--- src/design/qla_pkg.sv ---
`default_nettype none

package qla_pkg;

   localparam logic [31:0] U32_MAX = 32'hFFFF_FFFF;

   localparam logic [1:0] CMD_ADD    = 2'd0;
   localparam logic [1:0] CMD_SETMIN = 2'd1;
   localparam logic [1:0] CMD_SETMAX = 2'd2;
   localparam logic [1:0] CMD_REMOVE = 2'd3;

   localparam logic [1:0] STATUS_OK   = 2'd0;
   localparam logic [1:0] STATUS_DUP  = 2'd1;
   localparam logic [1:0] STATUS_FREE = 2'd2;

   localparam int unsigned CSR_INDEX_W = 2;

   localparam logic [CSR_INDEX_W-1:0] CSR_MIN_DEFAULT = 2'd0;
   localparam logic [CSR_INDEX_W-1:0] CSR_MAX_DEFAULT = 2'd1;

   typedef struct packed {
      logic [1:0]  cmd;
      logic [3:0]  slot;
      logic [3:0]  req_type;
      logic [31:0] limit_value;
   } req_item_type;

   typedef struct packed {
      logic [31:0] agg_value;
      logic [31:0] floor_now;
      logic [31:0] ceiling_now;
      logic [1:0]  status;
   } rsp_item_type;

   typedef struct packed {
      logic add;
      logic set_min;
      logic set_max;
      logic free;
   } tbl_cmd_type;

   typedef struct packed {
      logic        used;
      logic [3:0]  kind;
      logic [31:0] min_val;
      logic [31:0] max_val;
   } tbl_rd_type;

endpackage

`default_nettype wire

--- src/design/qla_minmax.sv ---
`default_nettype none

module qla_minmax (
   input  wire logic [31:0] a,
   input  wire logic [31:0] b,
   output logic             a_lt_b,
   output logic [31:0]      lesser
);

   assign a_lt_b = (a < b);
   assign lesser = a_lt_b ? a : b;

endmodule

`default_nettype wire

--- src/design/qla_table.sv ---
`default_nettype none

module qla_table #(
   parameter int SLOTS = 16
) (
   input  wire logic                        clock,
   input  wire logic                        reset,
   input  wire qla_pkg::tbl_cmd_type        cmd,
   input  wire logic [$clog2(SLOTS)-1:0]    wr_addr,
   input  wire logic [3:0]                  wr_kind,
   input  wire logic [31:0]                 wr_min,
   input  wire logic [31:0]                 wr_max,
   input  wire logic [$clog2(SLOTS)-1:0]    rd_addr,
   output qla_pkg::tbl_rd_type              rd_data,
   input  wire logic [$clog2(SLOTS)-1:0]    chk_addr,
   output logic                             chk_used
);

   import qla_pkg::*;

   logic [SLOTS-1:0] used_ff;
   logic [3:0]       kind_mem [SLOTS];
   logic [31:0]      min_mem  [SLOTS];
   logic [31:0]      max_mem  [SLOTS];
   tbl_rd_type       rd_data_ff;

   always_ff @(posedge clock) begin
      if (reset) begin
         used_ff <= '0;
      end else if (cmd.add) begin
         used_ff[wr_addr] <= 1'b1;
      end else if (cmd.free) begin
         used_ff[wr_addr] <= 1'b0;
      end
   end

   always_ff @(posedge clock) begin
      if (cmd.add) begin
         kind_mem[wr_addr] <= wr_kind;
      end
   end

   always_ff @(posedge clock) begin
      if (cmd.add || cmd.set_min) begin
         min_mem[wr_addr] <= wr_min;
      end
   end

   always_ff @(posedge clock) begin
      if (cmd.add || cmd.set_max) begin
         max_mem[wr_addr] <= wr_max;
      end
   end

   always_ff @(posedge clock) begin
      rd_data_ff.used    <= used_ff[rd_addr];
      rd_data_ff.kind    <= kind_mem[rd_addr];
      rd_data_ff.min_val <= min_mem[rd_addr];
      rd_data_ff.max_val <= max_mem[rd_addr];
   end

   assign rd_data  = rd_data_ff;
   assign chk_used = used_ff[chk_addr];

   // A slot is never added and freed in the same cycle.
   assert property (@(posedge clock) disable iff (reset) !(cmd.add && cmd.free))
      else $error("table add and free in the same cycle");

   // After an add the slot reads as used.
   assert property (@(posedge clock) disable iff (reset)
      cmd.add |=> used_ff[$past(wr_addr)])
      else $error("added slot not marked used");

   // A limit is only rewritten in a slot that is in use.
   assert property (@(posedge clock) disable iff (reset)
      (cmd.set_min || cmd.set_max) |-> used_ff[wr_addr])
      else $error("limit written to a free slot");

endmodule

`default_nettype wire

--- src/design/qos_limit_aggregator.sv ---
// Channel   Direction  Handshake            Payload
// req_      in         req_valid/req_stall  qla_pkg::req_item_type
// rsp_      out        rsp_valid/rsp_stall  qla_pkg::rsp_item_type
// csr_      in         csr_valid/csr_ready  csr_index, csr_wdata
//
// One item is taken at a time; req_stall stays high until its result is in the output register.
// Add and rejected items go from decode to finish; the others write a limit, read the kind,
// scan with one table read per slot through the shared comparator and clamp; remove does both.
// The output register lets a new item enter while the previous result waits on rsp_stall.
// Reset is synchronous and clears the used bits; slot contents are written by add before use.
`default_nettype none

module qos_limit_aggregator #(
   parameter int SLOTS = 16
) (
   input  wire logic                                  clock,
   input  wire logic                                  reset,
   input  wire logic                                  req_valid,
   output logic                                       req_stall,
   input  wire qla_pkg::req_item_type                 req_data,
   output logic                                       rsp_valid,
   input  wire logic                                  rsp_stall,
   output qla_pkg::rsp_item_type                      rsp_data,
   input  wire logic                                  csr_valid,
   output logic                                       csr_ready,
   input  wire logic [qla_pkg::CSR_INDEX_W-1:0]       csr_index,
   input  wire logic [31:0]                           csr_wdata
);

   import qla_pkg::*;

   localparam int SLOT_W = $clog2(SLOTS);
   localparam logic [SLOT_W-1:0] LAST_SLOT = SLOT_W'(SLOTS - 1);

   typedef enum logic [6:0] {
      ST_IDLE   = 7'b0000001,
      ST_EXEC   = 7'b0000010,
      ST_WRITE  = 7'b0000100,
      ST_KIND   = 7'b0001000,
      ST_SCAN   = 7'b0010000,
      ST_CLAMP  = 7'b0100000,
      ST_FINISH = 7'b1000000
   } state_type;

   state_type    state_ff, state_in;
   logic         rsp_valid_ff, rsp_valid_in;
   rsp_item_type rsp_data_ff, rsp_data_in;
   logic [31:0]  min_default_ff, max_default_ff;
   logic [31:0]  floor_ff, floor_in;
   logic [31:0]  ceiling_ff, ceiling_in;
   logic [31:0]  last_qos_ff, last_qos_in;

   logic [1:0]        cmd_ff, cmd_in;
   logic [3:0]        slot_ff, slot_in;
   logic [3:0]        new_kind_ff, new_kind_in;
   logic [31:0]       val_ff, val_in;
   logic [1:0]        status_ff, status_in;
   logic              phase_max_ff, phase_max_in;
   logic [SLOT_W-1:0] cmp_idx_ff, cmp_idx_in;
   logic [31:0]       best_ff, best_in;
   logic [3:0]        own_kind_ff, own_kind_in;

   tbl_cmd_type       tbl_cmd;
   logic [31:0]       tbl_wr_min, tbl_wr_max, upd_val;
   logic [SLOT_W-1:0] tbl_rd_addr, slot_idx;
   tbl_rd_type        tbl_rd;
   logic              chk_used, in_range, match;

   logic [31:0] unit_a, unit_b, unit_lesser;
   logic        unit_lt;

   assign slot_idx  = SLOT_W'(slot_ff);
   assign in_range  = ({28'd0, slot_ff} < 32'(SLOTS));
   assign upd_val   = (cmd_ff == CMD_REMOVE) ? (phase_max_ff ? max_default_ff : min_default_ff)
                                             : val_ff;
   assign match     = tbl_rd.used && (tbl_rd.kind == own_kind_ff);

   qla_table #(.SLOTS(SLOTS)) u_table (
      .clock    (clock),
      .reset    (reset),
      .cmd      (tbl_cmd),
      .wr_addr  (slot_idx),
      .wr_kind  (new_kind_ff),
      .wr_min   (tbl_wr_min),
      .wr_max   (tbl_wr_max),
      .rd_addr  (tbl_rd_addr),
      .rd_data  (tbl_rd),
      .chk_addr (slot_idx),
      .chk_used (chk_used)
   );

   qla_minmax u_minmax (
      .a      (unit_a),
      .b      (unit_b),
      .a_lt_b (unit_lt),
      .lesser (unit_lesser)
   );

   always_comb begin
      if (state_ff == ST_CLAMP) begin
         unit_a = phase_max_ff ? floor_ff : ceiling_ff;
         unit_b = best_ff;
      end else if (phase_max_ff) begin
         unit_a = tbl_rd.max_val;
         unit_b = best_ff;
      end else begin
         unit_a = best_ff;
         unit_b = tbl_rd.min_val;
      end
   end

   always_comb begin
      state_in     = state_ff;
      rsp_valid_in = rsp_valid_ff && rsp_stall;
      rsp_data_in  = rsp_data_ff;
      floor_in     = floor_ff;
      ceiling_in   = ceiling_ff;
      last_qos_in  = last_qos_ff;
      cmd_in       = cmd_ff;
      slot_in      = slot_ff;
      new_kind_in  = new_kind_ff;
      val_in       = val_ff;
      status_in    = status_ff;
      phase_max_in = phase_max_ff;
      cmp_idx_in   = cmp_idx_ff;
      best_in      = best_ff;
      own_kind_in  = own_kind_ff;
      tbl_cmd      = '0;
      tbl_wr_min   = min_default_ff;
      tbl_wr_max   = max_default_ff;
      tbl_rd_addr  = slot_idx;

      unique case (state_ff)
         ST_IDLE: begin
            if (req_valid) begin
               cmd_in      = req_data.cmd;
               slot_in     = req_data.slot;
               new_kind_in = req_data.req_type;
               val_in      = req_data.limit_value;
               state_in    = ST_EXEC;
            end
         end
         ST_EXEC: begin
            status_in = STATUS_OK;
            state_in  = ST_FINISH;
            if (!in_range) begin
               status_in = STATUS_FREE;
            end else if (cmd_ff == CMD_ADD) begin
               if (chk_used) begin
                  status_in = STATUS_DUP;
               end else begin
                  tbl_cmd.add = 1'b1;
               end
            end else if (!chk_used) begin
               status_in = STATUS_FREE;
            end else begin
               phase_max_in = (cmd_ff == CMD_SETMAX);
               state_in     = ST_WRITE;
            end
         end
         ST_WRITE: begin
            tbl_cmd.set_min = !phase_max_ff;
            tbl_cmd.set_max = phase_max_ff;
            tbl_wr_min      = upd_val;
            tbl_wr_max      = upd_val;
            state_in        = ST_KIND;
         end
         ST_KIND: begin
            own_kind_in = tbl_rd.kind;
            tbl_rd_addr = '0;
            cmp_idx_in  = '0;
            best_in     = phase_max_ff ? U32_MAX : 32'd0;
            state_in    = ST_SCAN;
         end
         ST_SCAN: begin
            if (match && unit_lt) begin
               best_in = phase_max_ff ? tbl_rd.max_val : tbl_rd.min_val;
            end
            if (cmp_idx_ff == LAST_SLOT) begin
               tbl_rd_addr = '0;
               state_in    = ST_CLAMP;
            end else begin
               cmp_idx_in  = cmp_idx_ff + 1'b1;
               tbl_rd_addr = cmp_idx_ff + 1'b1;
            end
         end
         ST_CLAMP: begin
            last_qos_in = unit_lesser;
            if (phase_max_ff) begin
               ceiling_in = best_ff;
            end else begin
               floor_in = best_ff;
            end
            if (cmd_ff == CMD_REMOVE && !phase_max_ff) begin
               phase_max_in = 1'b1;
               state_in     = ST_WRITE;
            end else begin
               tbl_cmd.free = (cmd_ff == CMD_REMOVE);
               state_in     = ST_FINISH;
            end
         end
         ST_FINISH: begin
            if (!rsp_valid_ff || !rsp_stall) begin
               rsp_valid_in            = 1'b1;
               rsp_data_in.agg_value   = last_qos_ff;
               rsp_data_in.floor_now   = floor_ff;
               rsp_data_in.ceiling_now = ceiling_ff;
               rsp_data_in.status      = status_ff;
               state_in                = ST_IDLE;
            end
         end
         default: begin
            state_in = ST_IDLE;
         end
      endcase
   end

   always_ff @(posedge clock) begin
      if (reset) begin
         state_ff       <= ST_IDLE;
         rsp_valid_ff   <= 1'b0;
         floor_ff       <= '0;
         ceiling_ff     <= U32_MAX;
         last_qos_ff    <= '0;
         min_default_ff <= '0;
         max_default_ff <= U32_MAX;
      end else begin
         state_ff     <= state_in;
         rsp_valid_ff <= rsp_valid_in;
         floor_ff     <= floor_in;
         ceiling_ff   <= ceiling_in;
         last_qos_ff  <= last_qos_in;
         if (csr_valid && csr_ready && csr_index == CSR_MIN_DEFAULT) begin
            min_default_ff <= csr_wdata;
         end
         if (csr_valid && csr_ready && csr_index == CSR_MAX_DEFAULT) begin
            max_default_ff <= csr_wdata;
         end
      end
   end

   always_ff @(posedge clock) begin
      rsp_data_ff  <= rsp_data_in;
      cmd_ff       <= cmd_in;
      slot_ff      <= slot_in;
      new_kind_ff  <= new_kind_in;
      val_ff       <= val_in;
      status_ff    <= status_in;
      phase_max_ff <= phase_max_in;
      cmp_idx_ff   <= cmp_idx_in;
      best_ff      <= best_in;
      own_kind_ff  <= own_kind_in;
   end

   assign req_stall = (state_ff != ST_IDLE);
   assign rsp_valid = rsp_valid_ff;
   assign rsp_data  = rsp_data_ff;
   assign csr_ready = 1'b1;

   // An accepted item is always decoded in the following cycle.
   assert property (@(posedge clock) disable iff (reset)
      req_valid && !req_stall |=> state_ff == ST_EXEC)
      else $error("accepted item not decoded");

   // A new result only appears after the finishing step.
   assert property (@(posedge clock) disable iff (reset)
      $rose(rsp_valid_ff) |-> $past(state_ff == ST_FINISH))
      else $error("result loaded outside the finishing step");

   // After aggregation the reported value lies at or below both the floor and the ceiling.
   assert property (@(posedge clock) disable iff (reset)
      state_ff == ST_CLAMP |=> last_qos_ff <= floor_ff && last_qos_ff <= ceiling_ff)
      else $error("aggregated value exceeds floor or ceiling");

endmodule

`default_nettype wire
--- config.mk ---
export PLATFORM = sky130hd
export DESIGN_NAME = qos_limit_aggregator
export DESIGN_NICKNAME = d
export VERILOG_FILES = /design/src/design/qla_pkg.sv /design/src/design/qla_minmax.sv /design/src/design/qla_table.sv /design/src/design/qos_limit_aggregator.sv
export SDC_FILE = /design/constraint.sdc
export NUM_CORES = 2
export LEC_CHECK = 0
export BUFFER_PORTS_ARGS = -buffer_cell sky130_fd_sc_hd__buf_2
export CORE_ASPECT_RATIO = 1.25
export CORE_MARGIN = 2
export CORE_UTILIZATION = 35
export CTS_BUF_LIST = sky130_fd_sc_hd__clkbuf_2 sky130_fd_sc_hd__clkbuf_4 sky130_fd_sc_hd__clkbuf_8
export CTS_CLUSTER_DIAMETER = 100
export DETAILED_ROUTE_END_ITERATION = 6
export PLACE_DENSITY = 0.57
export SETUP_SLACK_MARGIN = 0.05
export SLEW_MARGIN = 20
export SYNTH_ARGS = -nofsm -noshare
export SYNTH_HDL_FRONTEND = slang
export SYNTH_SLANG_ARGS = --single-unit
--- constraint.sdc ---
create_clock -name clock -period 10.3 [get_ports clock]
set_clock_uncertainty 0.2 [all_clocks]
set_input_delay 0.515 -clock clock [delete_from_list [all_inputs] [get_ports clock]]
set_output_delay 0.515 -clock clock [all_outputs]
set_load 0.02 [all_outputs]
Word level (Yosys, flattened, before mapping)
Memory sizes are Yosys's and may differ from the RTL's. A register that Yosys moved wholly into a read port is not among the register bits. Cells that the tools add are included.

Register bits: 368. Memory bits (writable): 1088. Bits of input ports: 81. Output and inout port bits: 101. Word-level logic and storage cells: 135. Memories kept: 3.

Memories: u_table.max_mem (depth 16, width 32, read ports 1, clocked after memory_dff 1, write ports 1, RTL line qla_table.sv:24) `logic [31:0] max_mem [SLOTS];`; u_table.min_mem (depth 16, width 32, read ports 1, clocked after memory_dff 1, write ports 1, RTL line qla_table.sv:23) `logic [31:0] min_mem [SLOTS];`; u_table.kind_mem (depth 16, width 4, read ports 1, clocked after memory_dff 1, write ports 1, RTL line qla_table.sv:22) `logic [3:0] kind_mem [SLOTS];`.

$add $sub $neg: 1. Order comparisons: 4. Equal/unequal tests: 21. Multiplexer cells: 54. Bitwise logic cells: 4. Reductions and logical operators: 26.

Operator list (number): two-way mux 32 bit (13); case mux 32 bit (2 select lines) (1); case mux 7 bit (7 select lines) (1); two-way mux 7 bit (6); < comparator 32 bit (1); two-way mux 16 bit (2); two-way mux 1 bit (20); AND 16 bit (1); inverter 16 bit (1); bitwise OR 16 bit (1); case mux 4 bit (2 select lines) (2); inequality test 2 bit (second input constant) (7); AND reduction 2 bit (6); < comparator 4 x 5 -> 1 bit (second input constant) (2); binary-select mux 1 bit (select 4 bit) (2); two-way mux 4 bit (2); == test 7 x 1 -> 1 bit (second input constant) (1); == test 7 x 2 -> 1 bit (second input constant) (1); == test 7 x 3 -> 1 bit (second input constant) (1); == test 7 x 4 -> 1 bit (second input constant) (1); == test 7 x 5 -> 1 bit (second input constant) (1); == test 7 x 6 -> 1 bit (second input constant) (1); == test 7 bit (second input constant) (1); logical AND 1 bit (7); 18 further kinds (28).

Depth between registers and ports, before layout
Word-level depth: 8. Gate-level depth with buffers: 16. Mapped depth without buffers: 12.

By module
Synthesis repeated with hierarchy kept, for this count alone.

Cell total of the unflattened synthesis: 3375. Area, all modules: 59155.5 um^2.

By module, submodules not included: qla_table (times used 1, cells an instance 1886, area an instance 43182.7 um^2, seq. area each 34373.0 um^2); qos_limit_aggregator (times used 1, cells an instance 1347, area an instance 14650.3 um^2, seq. area each 8858.5 um^2); qla_minmax (times used 1, cells an instance 142, area an instance 1322.5 um^2, seq. area each 0.0 um^2).

Worst setup path after synthesis
OpenSTA, ideal clock, no wires.

Path type: flip-flop to flip-flop. From: reg state_ff[0]. To: reg rsp_data_ff, in the netlist rsp_data[0] (enable). Library setup time: 587 ps. Arrival time: 5741 ps. Required time: 9513 ps. Setup slack: 3772 ps. Cell stages (with the launch flop): 5. Path buffers: 0. Period minus slack after synthesis: 6528 ps. Path through: dfxtp_1 nor4_1 nor2b_1 nand3b_1 a21oi_1.

Word-level cells in the longest chain between the ends: 2.

RTL lines: start: declaration (RTL line qos_limit_aggregator.sv:45) `state_type state_ff, state_in;`; start signal: assignment (RTL line qos_limit_aggregator.sv:228) `state_ff <= state_in;`; == test 7 bit (RTL line qos_limit_aggregator.sv:133) `unique case (state_ff)`; AND reduction 2 bit (no line); end signal: assignment (RTL line qos_limit_aggregator.sv:243) `rsp_data_ff <= rsp_data_in;`; end: declaration (RTL line qos_limit_aggregator.sv:47) `rsp_item_type rsp_data_ff, rsp_data_in;`.

Every way passes these cells. A chain may end at the register's enable or synchronous reset.

Worst setup path after layout
From: reg state_ff[6]. To: reg best_ff[15] (enable).

Word-level cells in the longest chain between the ends: 6. Elaborated cells on any way between the ends: 10. Classes of those cells: order compare: 1; eq/ne: 4; mux: 2; reduce/logical: 3.

RTL lines: == test 7 x 6 -> 1 bit (RTL line qos_limit_aggregator.sv:100) `if (state_ff == ST_CLAMP) begin`; two-way mux 32 bit (RTL line qos_limit_aggregator.sv:100); < comparator 32 bit (RTL line qla_minmax.sv:10) `assign a_lt_b = (a < b);`; logical AND 1 bit (RTL line qos_limit_aggregator.sv:176) `if (match && unit_lt) begin`; inequality test 2 bit (no line); AND reduction 2 bit (no line) (*); end signal: assignment (RTL line qos_limit_aggregator.sv:251) `best_ff <= best_in;`; end: declaration (RTL line qos_limit_aggregator.sv:60) `logic [31:0] best_ff, best_in;`.

Mark *: on every way between the ends. The rest lies on a longest branch, timed or not.

==> qor_table.md <==
| Stage | Quantity | Value |
| --- | --- | --- |
| critical path | Worst Path Class, Setup | reg2reg |
| critical path | Highest net fanout along the worst path | 61 |
| route | Post-DR wirelength/cell | 24.76 um |
| critical path | Data arrival time of the critical path | 6520 ps |
| critical path | Required time worst endpoint | 10700 ps |
| placed design | Detailed placer's ending HPWL | 90.84 mm |
| clock tree | TritonCTS buffer count | 240 |
| min path | Min-Delay Startpoint | req_data[35] |
| sta | Maximum clock frequency | 163.4 MHz |
| yosys | Ranking of synthesized cells by area | edfxtp_1 65%, mux4_2 12%, dfxtp_1 8.6% |
| clock tree | Number of setup buffers added after CTS | 0 |
| power | Leakage power total | 23.63 nW |
| yosys | Cell type contributing the most total cell area after synthesis | edfxtp_1 |
| placed design | Input/output buffers | 180 |
| critical path | CP startpoint | state_ff[6] |
| route | Post-detailed-route DRC marker count | 0 |
| route | DRT Pass-1 Iters | 5 |
| global routing | Initial antenna violation count | 13 |
| clock tree | Root buf cell | clkbuf_8 |
| sta | WHS | 111.0 ps |
| yosys | Yosys warns | 0 |
| sta | Final-report setup violation count | 0 |
| yosys | Area share of the largest cell type after synthesis | 64.98% |
| yosys | Cell area after technology mapping | 58740 sq um |
| finish | Fin cells | 6297 |
| yosys | Synthesized netlist net count | 3545 |
| yosys | Proportion of register bits with asynchronous set or reset after synthesis | 0% |
| floorplan | Die Height | 462.0 um |
| min path | Worst hold path cell count | 2 |
| clock tree | Number of sinks handled by clock tree synthesis | 1524 |
| yosys | Most numerous cell types in the synthesized netlist | 1271 x edfxtp_1, 376 x nand2_1, 312 x mux4_2 |
| sta | Final worst path period share | 59.44% |
| run status | Status | finished, final reports clean |
| yosys | Portion of the post-synthesis area used by sequential elements | 73.60% |
| floorplan | Placeable core region | 167100 sq um |
| route | Number of vias after detailed routing | 33140 |
| yosys | #FFs+latches synth | 1524 |
| placed design | Total placed cells including tap cells | 5705 |
| placed design | Setup slack at placement | 4167 ps |
| sta | Number of pins exceeding their max-slew limit in the final report | 0 |
| yosys | Number of distinct library cells after synthesis | 55 |
| global routing | Maximum number of pins on one net before global-route repair | 103 |
| route | Number of antenna-violating nets in the routed design | 0 |
| sta | Relative slew slack | 24.03% |
| critical path | Worst Reg2Reg Path Length in Cells | 16 |
| power | Worst ir drop on vdd | 165.5 uV |
| sta | Minimum clock period | 6122 ps |
| route | First-iteration detailed-routing DRC count | 3558 |
| sta | Setup repair after global routing missed its margin | no |
| clock tree | Clock tree from TritonCTS | done |
| clock tree | Clock latency reported for the late side of the worst-skew pair | 980 ps |
| yosys | Number of synthesized flops with an enable pin | 1271 |
| floorplan | Ports | 182 |
| clock tree | Post-CTS resize count | 0 |
| critical path | Kind of cell adding the most delay to the critical path | buffers and inverters |
| min path | Path category of the worst min-delay check | in2reg |
| critical path | Slowest library cell on the worst path | buf_4 |
| yosys | Most common cell in the netlist | edfxtp_1 |
| clock tree | Maximum buffer depth of the clock tree | 3 |
| route | Detailed-route vias per instance | 5.263 |
| sta | Final hold viol count | 0 |
| floorplan | Initial standard-cell utilization of the core | 35.15% |
| critical path | Most frequent cell on the critical path | buf_4 |
| clock tree | Depth of the CTS H-tree | 4 |
| critical path | Critical-path cell list | nor3_1 > nand4b_1 > buf_4 > buf_4 > mux4_2 > ha_1 > a21o_1 > a21o_1 > a21oi_1 > o22ai_1 > a211oi_4 > buf_4 > and2_1 > buf_4 > a21o_1 > buf_4 |
| finish | Number of nets in the layout | 3983 |
| critical path | Worst reg2reg path startpoint | state_ff[6] |
| run | Max capacitance violation total | 0 |
| finish | Share of post-route cells with drive strength above 1 | 27.58% |
| floorplan | DIE WIDTH | 370.4 um |
| critical path | Element type at the critical path end | flop |
| power | Areal power density over the cells | 189.2 nW/um^2 |
| critical path | Sort of element at the start of the critical path | flop |
| sta | Setup ws final | 4178 ps |
| placed design | Final estimated routing congestion in global placement | 0.7847 |
| global routing | Tot GR Track Use | 18.07% |
| floorplan | Row cnt | 168 |
| critical path | Largest stage delay on the critical path | 710 ps |
| critical path | Worst path depth | 16 |
| clock tree | Hold bufs inserted after CTS | 133 |
| yosys | Avg Inst Size Synth | 17.11 sq um |
| global routing | Sum of overflow across all layers after global routing | 0 |
| yosys | Main flop type after synthesis | edfxtp_1 |
| global routing | Vias in the first global route | 33570 |
| clock tree | Clock-pin transition on the worst setup and hold timing paths | 60 ps |
| route | Detailed-route wire length | 155.9 mm |
| sta | Final sum of negative setup slack | 0 ps |
| global routing | First-pass GRT wire length | 226.1 mm |
| sta | Slew @ Worst Pin | 1137 ps |
| critical path | Buffers & Inverters on Critical Path | 5 |
| finish | Post-synthesis to final-layout area growth | 18.12% |
| floorplan | Area enclosed by the die boundary | 171100 sq um |
| yosys | Cells after synthesis | 3432 |
## worst paths after layout
path | end | slack (ps)
worst min register to register | own_kind_ff[0] | 230
worst min-delay path | new_kind_ff[3] | 110
worst max-delay path | best_ff[15] | 4180
worst max register to register | best_ff[15] | 4180
## cell families after synthesis
| kind of cell | after synthesis | synth area share [%] |
|---|---|---|
| adder cells (fa/ha/maj) | 32 | 0.6817 |
| flip-flops | 1524 | 73.60 |
| AND/OR/NAND/NOR | 782 | 5.830 |
| AO/OA/AOI/OAI | 504 | 5.441 |
| multiplexers | 344 | 12.51 |
| other | 1 | 0.006384 |
| XOR/XNOR | 6 | 0.08947 |
| buffers and inverters | 239 | 1.840 |
## sequential cells by signal, summed over array words and instances, names as in the netlist, 7 cells and up, named ones only
name and flops:
u_table.max_mem 512, best_ff 32, floor_ff 32, max_default_ff 32, u_table.rd_data 69, state_ff 7
last_qos_ff 32, u_table.kind_mem 64, u_table.min_mem 512, rsp_data 98, val_ff 32, ceiling_ff 32
min_default_ff 32
## through the flow
stage | cell area [sq um] | power [W] | util (%)
finish | 69380 | 0.01312 | 41.52
global route | 69370 | 0.01357 | 41.51
CTS | 69290 | 0.01324 | 41.46
detailed placement | 62670 | 0.007748 | 37.50
global placement | 62640 | 0.007739 | 37.49
floorplan | 58740 | 0.007430 | -
## cell usage in the layout, fill, tap and decap left out, types with 32 or more instances in the layout
master and instances:
buf_2 179, mux2i_1 32, nand3_1 52, a21oi_1 119, dfxtp_1 253, edfxtp_1 1271, buf_4 107, nor2_1 194
clkbuf_4 118, mux4_2 312, ha_1 32, nand3b_1 69, o22ai_1 65, dlygate4sd3_1 133, nand2_1 376, a22oi_1 138
clkbuf_8 280, nor2_4 40, o21ai_0 86
## layer usage
| metal | global-route usage [%] | routed length [um] | vias to the layer above |
|---|---|---|---|
| met5 | 0 | 14 | - |
| met4 | 4.690 | 2540 | 2 |
| met3 | 3.095 | 10750 | 188 |
| met2 | 28.38 | 72840 | 1273 |
| met1 | 26.03 | 69790 | 17220 |
| li1 | - | - | 14460 |
## cell type report
cell class              count  area (sq um)
well taps                2210          2765
inverters                  14         52.55
flip-flops and latches   1524         43230
repair buffers            421          3070
clock inverters            56         554.3
diodes                      5         12.51
clock buffers             398          4740
fillers                 14850         97730
multi-input cells        1669         14950
## power breakdown
| part | switching (W) | internal [W] | leakage, nW |
|---|---|---|---|
| Sequential | 0.000106 | 0.00674 | 14.1 |
| Combinational | 0.000483 | 0.000329 | 6.74 |
| Clock | 0.00237 | 0.00309 | 2.83 |
| Total | 0.00296 | 0.0102 | 23.6 |
Note: power is estimated with default switching activity, not from simulation.
